### config.mk
export PLATFORM = sky130hd
export DESIGN_NAME = deadline_timer_queue
export DESIGN_NICKNAME = d
export VERILOG_FILES = /design/src/dtq_pkg.sv /design/src/deadline_timer_queue.sv /design/src/dtq_store.sv
export SDC_FILE = /design/constraint.sdc
export NUM_CORES = 2
export LEC_CHECK = 0
export BUFFER_PORTS_ARGS = -buffer_cell sky130_fd_sc_hd__buf_4
export CAP_MARGIN = 20
export CORE_ASPECT_RATIO = 0.5
export CORE_MARGIN = 8
export CORE_UTILIZATION = 45
export CTS_CLUSTER_DIAMETER = 100
export DETAILED_ROUTE_END_ITERATION = 8
export SYNTH_ARGS = -nofsm -noshare
export SYNTH_HDL_FRONTEND = slang
export SYNTH_SLANG_ARGS = --single-unit
### constraint.sdc
create_clock -name clk -period 12.1 [get_ports clk]
set_clock_uncertainty 0.1 [all_clocks]
set_input_delay 2.42 -clock clk [delete_from_list [all_inputs] [get_ports clk]]
set_output_delay 2.42 -clock clk [all_outputs]
set_load 0.02 [all_outputs]
### src/dtq_pkg.sv
package dtq_pkg;

  localparam int unsigned CapacityDefault = 16;
  localparam int unsigned TimeBitsDefault = 48;
  localparam int unsigned MaxResults = 16;

  localparam int unsigned ReqW = 2;
  localparam int unsigned HandleW = 4;
  localparam int unsigned TagW = 16;
  localparam int unsigned TimeW = 48;

  typedef enum logic [1:0] {
    REQ_SUBMIT_ABS = 2'd0,
    REQ_SUBMIT_REL = 2'd1,
    REQ_CANCEL     = 2'd2,
    REQ_TICK       = 2'd3
  } req_t;

  typedef enum logic [1:0] {
    RES_SUBMIT  = 2'd0,
    RES_CANCEL  = 2'd1,
    RES_FIRED   = 2'd2,
    RES_NONE    = 2'd3
  } res_t;

  typedef enum logic [2:0] {
    ST_IDLE,
    ST_SCAN_RD,
    ST_SCAN,
    ST_FIRE_RD,
    ST_OUT
  } state_t;

  // one result travelling from the scan engine to the output register
  typedef struct packed {
    res_t                kind;
    logic [HandleW-1:0]  handle;
    logic [TagW-1:0]     tag;
    logic                ok;
    logic                last;
  } result_t;

endpackage

### src/deadline_timer_queue.sv
// channel | valid     | ready     | payload
// request | req_valid | req_ready | req_type, time_value, handle_in, action_tag_in
// result  | res_valid | res_ready | result_kind, handle_out, action_tag_out, ok, last
// submit and cancel: the result is valid in the cycle after the transaction
// tick: each fired entry takes one scan of the deadline memory, then a tag read and an
// output step; a fired entry is held until the next scan shows whether it is the last;
// the closing empty scan is skipped once the result limit is reached; the single memory
// read port sets this order of steps
// pending bits sit in flip-flops cleared by reset; the deadline and tag memory is not cleared
// a stalled result holds the engine; the next request is taken once the result register is free
module deadline_timer_queue #(
  parameter int unsigned CAPACITY  = dtq_pkg::CapacityDefault,
  parameter int unsigned TIME_BITS = dtq_pkg::TimeBitsDefault
) (
  input  logic                        clk,
  input  logic                        rst,
  input  logic                        req_valid,
  output logic                        req_ready,
  input  logic [dtq_pkg::ReqW-1:0]    req_type,
  input  logic [TIME_BITS-1:0]        time_value,
  input  logic [dtq_pkg::HandleW-1:0] handle_in,
  input  logic [dtq_pkg::TagW-1:0]    action_tag_in,
  output logic                        res_valid,
  input  logic                        res_ready,
  output logic [1:0]                  result_kind,
  output logic [dtq_pkg::HandleW-1:0] handle_out,
  output logic [dtq_pkg::TagW-1:0]    action_tag_out,
  output logic                        ok,
  output logic                        last
);

  localparam int unsigned SW = (CAPACITY > 1) ? $clog2(CAPACITY) : 1;
  localparam int unsigned CW = $clog2(CAPACITY + 1);
  localparam int unsigned NW = $clog2(dtq_pkg::MaxResults + 1);
  localparam logic [TIME_BITS-1:0] TMax = '1;

  dtq_pkg::state_t state, state_next;

  logic [CAPACITY-1:0]  pending;
  logic [TIME_BITS-1:0] last_tick;
  logic [TIME_BITS-1:0] now;
  logic [CW-1:0]        scan_idx;
  logic [SW-1:0]        rd_addr;
  logic [SW-1:0]        prev_addr;
  logic                 prev_live;
  logic                 found;
  logic [TIME_BITS-1:0] best_dl;
  logic [SW-1:0]        best_slot;
  logic [NW-1:0]        fired;
  logic                 hold_valid;
  logic [SW-1:0]        hold_slot;
  logic [dtq_pkg::TagW-1:0] hold_tag;
  logic                 res_full;
  dtq_pkg::result_t     res_reg;

  logic                 wr_en;
  logic [SW-1:0]        wr_addr;
  logic [TIME_BITS-1:0] wr_dl;
  logic [TIME_BITS-1:0] rd_dl;
  logic [dtq_pkg::TagW-1:0] rd_tag;

  logic [TIME_BITS-1:0] in_time;
  logic [TIME_BITS:0]   rel_sum;
  logic                 free_any;
  logic [SW-1:0]        free_slot;
  logic                 accept;
  logic                 res_take;
  logic                 cand;

  assign in_time = time_value;
  assign rel_sum = {1'b0, last_tick} + {1'b0, in_time};
  assign accept = req_valid && req_ready;
  assign res_take = res_valid && res_ready;
  assign req_ready = (state == dtq_pkg::ST_IDLE) && !res_full;

  always_comb begin
    free_any = 1'b0;
    free_slot = '0;
    for (int i = CAPACITY - 1; i >= 0; i--) begin
      if (!pending[i]) begin
        free_any = 1'b1;
        free_slot = SW'(i);
      end
    end
  end

  assign wr_en = accept && !req_type[1] && free_any;
  assign wr_addr = free_slot;
  always_comb begin
    if (req_type[0]) begin
      wr_dl = rel_sum[TIME_BITS] ? TMax : rel_sum[TIME_BITS-1:0];
    end else begin
      wr_dl = in_time;
    end
  end

  assign rd_addr = scan_idx[SW-1:0];

  dtq_store #(.CAPACITY(CAPACITY), .TIME_BITS(TIME_BITS)) u_store (
    .clk(clk), .wr_en(wr_en), .wr_addr(wr_addr), .wr_deadline(wr_dl),
    .wr_tag(action_tag_in), .rd_addr(rd_addr), .rd_deadline(rd_dl), .rd_tag(rd_tag)
  );

  // candidate from last cycle's read
  assign cand = prev_live && pending[prev_addr] && (rd_dl <= now) &&
                (!found || rd_dl < best_dl);

  always_comb begin
    state_next = state;
    case (state)
      dtq_pkg::ST_IDLE: begin
        if (accept && req_type == dtq_pkg::REQ_TICK) state_next = dtq_pkg::ST_SCAN;
      end
      dtq_pkg::ST_SCAN: begin
        if (!prev_live && scan_idx == CW'(CAPACITY)) begin
          state_next = found ? dtq_pkg::ST_FIRE_RD : dtq_pkg::ST_OUT;
        end
      end
      dtq_pkg::ST_FIRE_RD: state_next = dtq_pkg::ST_OUT;
      dtq_pkg::ST_OUT: begin
        if (!res_full) begin
          if (found) begin
            // at the result limit the held entry closes the run without another scan
            state_next = (fired == NW'(dtq_pkg::MaxResults - 1)) ? dtq_pkg::ST_OUT
                                                                  : dtq_pkg::ST_SCAN;
          end else begin
            state_next = dtq_pkg::ST_IDLE;
          end
        end
      end
      default: state_next = dtq_pkg::ST_IDLE;
    endcase
  end

  always_ff @(posedge clk) begin
    if (rst) begin
      state <= dtq_pkg::ST_IDLE;
      pending <= '0;
      last_tick <= '0;
      res_full <= 1'b0;
      scan_idx <= '0;
      prev_live <= 1'b0;
      found <= 1'b0;
      fired <= '0;
      hold_valid <= 1'b0;
    end else begin
      state <= state_next;
      if (res_take) res_full <= 1'b0;
      case (state)
        dtq_pkg::ST_IDLE: begin
          if (accept) begin
            case (dtq_pkg::req_t'(req_type))
              dtq_pkg::REQ_SUBMIT_ABS, dtq_pkg::REQ_SUBMIT_REL: begin
                if (free_any) pending[free_slot] <= 1'b1;
                res_reg <= '{dtq_pkg::RES_SUBMIT,
                             free_any ? dtq_pkg::HandleW'(free_slot) : '0,
                             '0, free_any, 1'b1};
                res_full <= 1'b1;
              end
              dtq_pkg::REQ_CANCEL: begin
                res_reg <= '{dtq_pkg::RES_CANCEL, handle_in, '0,
                             (32'(handle_in) < CAPACITY) && pending[SW'(handle_in)],
                             1'b1};
                if (32'(handle_in) < CAPACITY) pending[SW'(handle_in)] <= 1'b0;
                res_full <= 1'b1;
              end
              default: begin
                last_tick <= in_time;
                now <= in_time;
                fired <= '0;
                scan_idx <= '0;
                prev_live <= 1'b0;
                found <= 1'b0;
                hold_valid <= 1'b0;
              end
            endcase
          end
        end
        dtq_pkg::ST_SCAN: begin
          prev_live <= scan_idx < CW'(CAPACITY);
          prev_addr <= rd_addr;
          if (scan_idx < CW'(CAPACITY)) scan_idx <= scan_idx + 1'b1;
          if (cand) begin
            found <= 1'b1;
            best_dl <= rd_dl;
            best_slot <= prev_addr;
          end
          if (state_next == dtq_pkg::ST_FIRE_RD) scan_idx <= CW'(best_slot);
        end
        dtq_pkg::ST_FIRE_RD: ;
        dtq_pkg::ST_OUT: begin
          if (!res_full) begin
            if (found) begin
              // another entry follows, so the held one is not the last
              if (hold_valid) begin
                res_reg <= '{dtq_pkg::RES_FIRED, dtq_pkg::HandleW'(hold_slot), hold_tag,
                             1'b0, 1'b0};
                res_full <= 1'b1;
              end
              pending[best_slot] <= 1'b0;
              hold_valid <= 1'b1;
              hold_slot <= best_slot;
              hold_tag <= rd_tag;
              fired <= fired + 1'b1;
            end else begin
              // empty scan or result limit: close the run or report nothing due
              res_reg <= '{hold_valid ? dtq_pkg::RES_FIRED : dtq_pkg::RES_NONE,
                           hold_valid ? dtq_pkg::HandleW'(hold_slot) : '0,
                           hold_valid ? hold_tag : '0, 1'b0, 1'b1};
              res_full <= 1'b1;
              hold_valid <= 1'b0;
            end
            scan_idx <= '0;
            prev_live <= 1'b0;
            found <= 1'b0;
          end
        end
        default: ;
      endcase
    end
  end

  // the tag read is held while the result waits: rd_addr stays on best_slot
  assign res_valid = res_full;
  assign result_kind = res_reg.kind;
  assign handle_out = res_reg.handle;
  assign action_tag_out = res_reg.tag;
  assign ok = res_reg.ok;
  assign last = res_reg.last;

endmodule

### src/dtq_store.sv
module dtq_store #(
  parameter int unsigned CAPACITY  = dtq_pkg::CapacityDefault,
  parameter int unsigned TIME_BITS = dtq_pkg::TimeBitsDefault,
  localparam int unsigned SW = (CAPACITY > 1) ? $clog2(CAPACITY) : 1
) (
  input  logic                  clk,
  input  logic                  wr_en,
  input  logic [SW-1:0]         wr_addr,
  input  logic [TIME_BITS-1:0]  wr_deadline,
  input  logic [dtq_pkg::TagW-1:0] wr_tag,
  input  logic [SW-1:0]         rd_addr,
  output logic [TIME_BITS-1:0]  rd_deadline,
  output logic [dtq_pkg::TagW-1:0] rd_tag
);

  logic [TIME_BITS-1:0]     deadline_mem [CAPACITY];
  logic [dtq_pkg::TagW-1:0] tag_mem [CAPACITY];

  always_ff @(posedge clk) begin
    if (wr_en) begin
      deadline_mem[wr_addr] <= wr_deadline;
      tag_mem[wr_addr] <= wr_tag;
    end
    rd_deadline <= deadline_mem[rd_addr];
    rd_tag <= tag_mem[rd_addr];
  end

endmodule
Word level (Yosys, flattened, before mapping). Memories as Yosys holds them, arrays and structs flattened. A register that Yosys moved wholly into a read port is not among the register bits. Cells that the tools add are included.

Flip-flop bits (word level): 229. Memory bits (writable): 1024. Input port bits: 74. Word-level logic and storage cells: 191. Memories: 2.

Add/subtract/negate cells: 3. Magnitude comparators: 10. Equal/unequal tests: 18. Multiplexer cells: 94. Bitwise gates (word level): 8. Reduce and logical (&&, ||, !) cells: 36.

Memory list: u_store.deadline_mem (depth 16, width 48, rd ports 1, clocked after memory_dff 1, write ports 1, RTL line dtq_store.sv:16) `logic [TIME_BITS-1:0] deadline_mem [CAPACITY];`; u_store.tag_mem (depth 16, width 16, rd ports 1, clocked after memory_dff 1, write ports 1, RTL line dtq_store.sv:17) `logic [dtq_pkg::TagW-1:0] tag_mem [CAPACITY];`.

Operators by type and width (count): $mux W24 (4); $mux W48 (2); $pmux W24 S2 (2); $mux W16 (5); $mux W4 (18); $pmux W16 S2 (2); $add A48 B48 Y49 (1); $le A48 B48 Y1 (1); $lt A48 B48 Y1 (1); $mux W1 (36); $mux W5 (7); $and A16 B16 Y16 (2); $not A16 Y16 (2); $lt A4 B5 Y1 const B (4); $mux W3 (6); $or A16 B16 Y16 (1); $reduce_and A4 Y1 (4); $pmux W5 S3 (1); $reduce_and A5 Y1 (3); $logic_and A1 B1 Y1 (13); $demux W1 S4 (3); $ge A4 B1 Y1 const B (3); $pmux W3 S4 (1); $reduce_and A6 Y1 (2); other kinds (26) (45).

Logic depth before layout (Yosys ltp).
Depth after elaboration: 25. Mapped depth: 14. Mapped depth without buffers: 12.

Cells and area by module. A second synthesis with hierarchy kept.

Cells, all modules: 3171. Area total of the unflattened synthesis: 53689.0 sq um.

By module, submodules not included: dtq_store (times used 1, cells each 1647, area an instance 39583.0 sq um, seq. area each 32030.7 sq um); deadline_timer_queue (times used 1, cells each 1524, area an instance 14106.0 sq um, seq. area each 6065.8 sq um).

Worst setup path after synthesis. OpenSTA, ideal clock, no wires.

Path type: input-to-reg. Start: input req_type[1] (netlist name). End: memory u_store.deadline_mem[3][0] (netlist name) (enable). Arrival time: 7373 ps. Setup slack: 4047 ps. Cell stages on the path: 3. Cell sequence: inv_1 nand3_1 nor3b_1.

Word-level cells in the longest chain between the ends: 5.

RTL lines: from (decl) (RTL line deadline_timer_queue.sv:19) `input logic [dtq_pkg::ReqW-1:0] req_type,`; $logic_not A1 Y1 (RTL line deadline_timer_queue.sv:87) `assign wr_en = accept && !req_type[1] && free_any;`; $logic_and A1 B1 Y1 (2 in series) (RTL line deadline_timer_queue.sv:87); $mux W1 (RTL line dtq_store.sv:20) `if (wr_en) begin`; $mux W1 (implied by the code) (RTL line dtq_store.sv:21) `deadline_mem[wr_addr] <= wr_deadline;`; to (decl) (RTL line dtq_store.sv:16).

Every way passes these cells.

Worst setup path after layout.
Start: input time_value[0]. End: memory u_store.deadline_mem[11][1] (netlist name) (data pin).

Word-level cells in the longest chain between the ends: 3.

RTL lines: from (decl) (RTL line deadline_timer_queue.sv:20) `input logic [TIME_BITS-1:0] time_value,`; $add A48 B48 Y49 (RTL line deadline_timer_queue.sv:71) `assign rel_sum = {1'b0, last_tick} + {1'b0, in_time};`; $mux W48 (RTL line deadline_timer_queue.sv:91) `wr_dl = rel_sum[TIME_BITS] ? TMax : rel_sum[TIME_BITS-1:0];`; $mux W48 (RTL line deadline_timer_queue.sv:90) `if (req_type[0]) begin`; net u_store.wr_deadline[1] (RTL line dtq_store.sv:9) `input logic [TIME_BITS-1:0] wr_deadline,`.

The timed path passes the listed nets, and every way through them passes these cells.

==> impl_metrics.json <==
{
  "status": "completed",
  "rrSetupSlack_ns": 7.06,
  "path_class": "input port to flop",
  "synth.net_count": 3268,
  "vias": 28900,
  "ctsResizeCount": 0,
  "first_global_vias": 29000,
  "yosys-top-cells-area": "edfxtp_1 (65%), mux4_2 (14%), dfxtp_1 (5.4%)",
  "clockRootBuffer": "clkbuf_16",
  "ys_ff_latch": 1317,
  "layout.nets": 3398,
  "postSynth.asyncResetShare_pct": 0,
  "seqPwrFrac_pct": 54.8,
  "remaining_drc_errors": 0,
  "finish.utilization_pct": 50.7,
  "synth_top_area_share_pct": 65.0,
  "grt_pass1_wl_um": 199000,
  "syn-cell-area_um2": 54100,
  "rr_endpoint": "u_store.deadline_mem[11][1]$_DFFE_PP_",
  "worstMarginPinSlew_ns": 1.06,
  "min_period_over_period_pct": 53.7,
  "worstHoldPathCells": 0,
  "start_kind": "input port",
  "grt_usage_pct": 20.3,
  "drt-initial-drc-count": 3066,
  "viasPerCell": 5.91,
  "reg2reg_from": "last_tick[0]$_SDFFE_PP0P_",
  "pwr-share-clk_pct": 40.9,
  "core_area_um2": 120000,
  "gr-total-overflow": 0,
  "clkSlewWorstSetupHoldPaths_ns": 0.07,
  "setup_violations": 0,
  "clock.fmax_mhz": 154,
  "place_congestion": 0.895,
  "drt-met1-wl_um": 60700,
  "switching_share_pct": 21.3,
  "cts_buffers": 116,
  "leakage_nw": 19.7,
  "peakVddDrop_mv": 0.120,
  "p_per_area_nw_per_um2": 152,
  "pwr-share-comb_pct": 4.2,
  "grt_max_degree": 97,
  "clock_sinks": 1317,
  "fillers": 9721,
  "die_w_um": 506,
  "multi_input_area_um2": 15100,
  "synth_edf_count": 1172,
  "routed-wl-met3_um": 8700,
  "cts.htree.levels": 3,
  "register_area_um2": 38100,
  "first_pass_iters": 5,
  "cts.path.max_buffers": 3,
  "worstSkewPairLatency_ns": 0.74,
  "hold_violations": 0,
  "area_growth_pct": 12.4,
  "cts_setup_buffers": 0,
  "ys.flop_type": "edfxtp_1",
  "synth.most_common_cell": "edfxtp_1",
  "netlist.top_cell.by_area": "edfxtp_1",
  "critPathArrivalTime_ns": 6.80,
  "routed_wirelength_um": 136000,
  "relSlewSlack_pct": 29.6,
  "dr.max_layer_used": "met5",
  "rsz0062_at_grt": "no",
  "io_pins": 100,
  "path_max_fanout": 32,
  "dp_hpwl_um": 77600,
  "syn_inst": 3046,
  "period_needed_ns": 6.49,
  "syn_avg_cell_area_um2": 17.8,
  "antenna_found_initial": 6,
  "maxCapViolations": 0,
  "synthTopCellsByCount": "edfxtp_1 (1,172), mux4_2 (329), nand2_1 (191)",
  "cts_tree": "yes",
  "die-area_um2": 132000,
  "p_switching_mw": 1.97,
  "holdCritStartpoint": "u_store.rd_tag[3]$_DFF_P_",
  "cts_hold_buf": 0,
  "end_kind": "flop",
  "met2_length_um": 64100,
  "yosys.cell_types.count": 89,
  "start_util_pct": 45.1,
  "ant_nets": 0,
  "io_buffers": 99,
  "maxSlewViolCount": 0,
  "hold_path_end": "hold_tag[3]$_DFFE_PP_",
  "cp.required_ns": 12.40,
  "row_count": 90,
  "die_h_um": 261,
  "ys_warn_count": 0,
  "wl_per_cell_um": 27.7,
  "ff2ff_path_depth": 13,
  "internal_power_mw": 7.25,
  "ys_seq_area_share_pct": 70.4,
  "fin_setup_tns_ns": 0,
  "drive_above_1_share_pct": 21.6,
  "hold_class": "flop to flop"
}
[kinds of logic (layout without fill, tap and decap cells)]
kind of cell | Yosys count | in the layout | share of synthesized area (%)
buf+inv | 283 | 517 | 2.06
xor+xnor | 45 | 45 | 0.728
mux | 332 | 332 | 13.8
other cells | 0 | 5 | 0
simple gates | 470 | 470 | 4.16
compound gates | 451 | 451 | 5.46
flops | 1317 | 1317 | 70.4
fa+ha+maj | 148 | 148 | 3.44
[metal layers]
metal | GRT usage, % | vias to the layer above
met4 | 4.42 | 2
li1 | - | 12500
met5 | 0 | -
met1 | 29.4 | 15400
met2 | 32.7 | 933
met3 | 3.42 | 169
[registers in the layout, indices dropped and copies added (netlist names), 5 cells and up]
register	flops
now	48
u_store.tag_mem	256
u_store.rd_tag	16
last_tick	48
fired	5
pending	16
hold_tag	16
u_store.deadline_mem	768
scan_idx	5
action_tag_out	16
best_dl	48
u_store.rd_deadline	48
[critical path, stage by stage]
cell and delay, ns:
buf_4 0.10, ha_1 0.20, inv_1 0.07, fa_1 0.40, nand2b_1 0.20, a21oi_2 0.26
a2111oi_4 0.12, o311ai_2 0.47, nand3_1 0.23, a21oi_2 0.26, a21oi_2 0.11, o21ai_4 0.50
buf_4 0.59, a2bb2oi_1 0.84
[stage by stage]
stage / total power, mW / std cells / worst slack, ns / cell area, um2 / hold slack (ns)
global placement: 5.53 / 4664 / 4.92 / 56900 / 0.288
detailed placement: 5.54 / 4666 / 4.90 / 56900 / 0.289
global route: 9.50 / 4894 / 5.34 / 60800 / 0.309
CTS: 9.30 / 4888 / 5.72 / 60800 / 0.305
floorplan: 5.38 / 3046 / 4.05 / 54100 / 0.286
finish: 9.22 / 4895 / 5.61 / 60800 / 0.304
[cell usage in the layout (no fill, tap or decap), drive strengths merged, types with 24 or more instances in the layout]
cell type and n:
nor2 91, clkbuf 174, mux4 329, buf 155, ha 147, xnor2 30, dfxtp 145, a21o 31
o21ai 76, inv 143, nand2 191, nand4 50, clkinv 32, a21oi 174, o22a 47, nor3 24
edfxtp 1172
[worst max path at each step]
stage / from / end / slack (ns) / cells past startpoint
floorplan: req_type[1] / u_store.deadline_mem[3][0]$_DFFE_PP_ / 4.05 / 3
global placement: time_value[0] / u_store.deadline_mem[6][1]$_DFFE_PP_ / 4.92 / 14
detailed placement: time_value[0] / u_store.deadline_mem[14][1]$_DFFE_PP_ / 4.90 / 14
CTS: time_value[0] / u_store.deadline_mem[6][1]$_DFFE_PP_ / 5.72 / 14
global route: time_value[0] / u_store.deadline_mem[6][1]$_DFFE_PP_ / 5.34 / 14
finish: time_value[0] / u_store.deadline_mem[11][1]$_DFFE_PP_ / 5.61 / 14
[power by group through the flow]
stage	clock network, mW	logic, mW	registers [mW]
after CTS	3.85	0.390	5.06
after global placement	0	0.378	5.15
after detailed placement	0	0.389	5.15
after floorplan	0	0.233	5.15
after global routing	4.02	0.427	5.06
final	3.77	0.391	5.06
[area by class of cell]
cell class / instances / area share [%]
Sequential cell: 1317 / 62.7
Multi-Input combinational cell: 1446 / 24.8
Clock buffer: 174 / 5.38
Tap cell: 1610 / 3.31
Timing Repair Buffer: 155 / 2.02
Clock inverter: 48 / 0.985
Inverter: 140 / 0.864
Antenna cell: 5 / 0.0206
No activity file was read; power rests on OpenSTA's default activity.
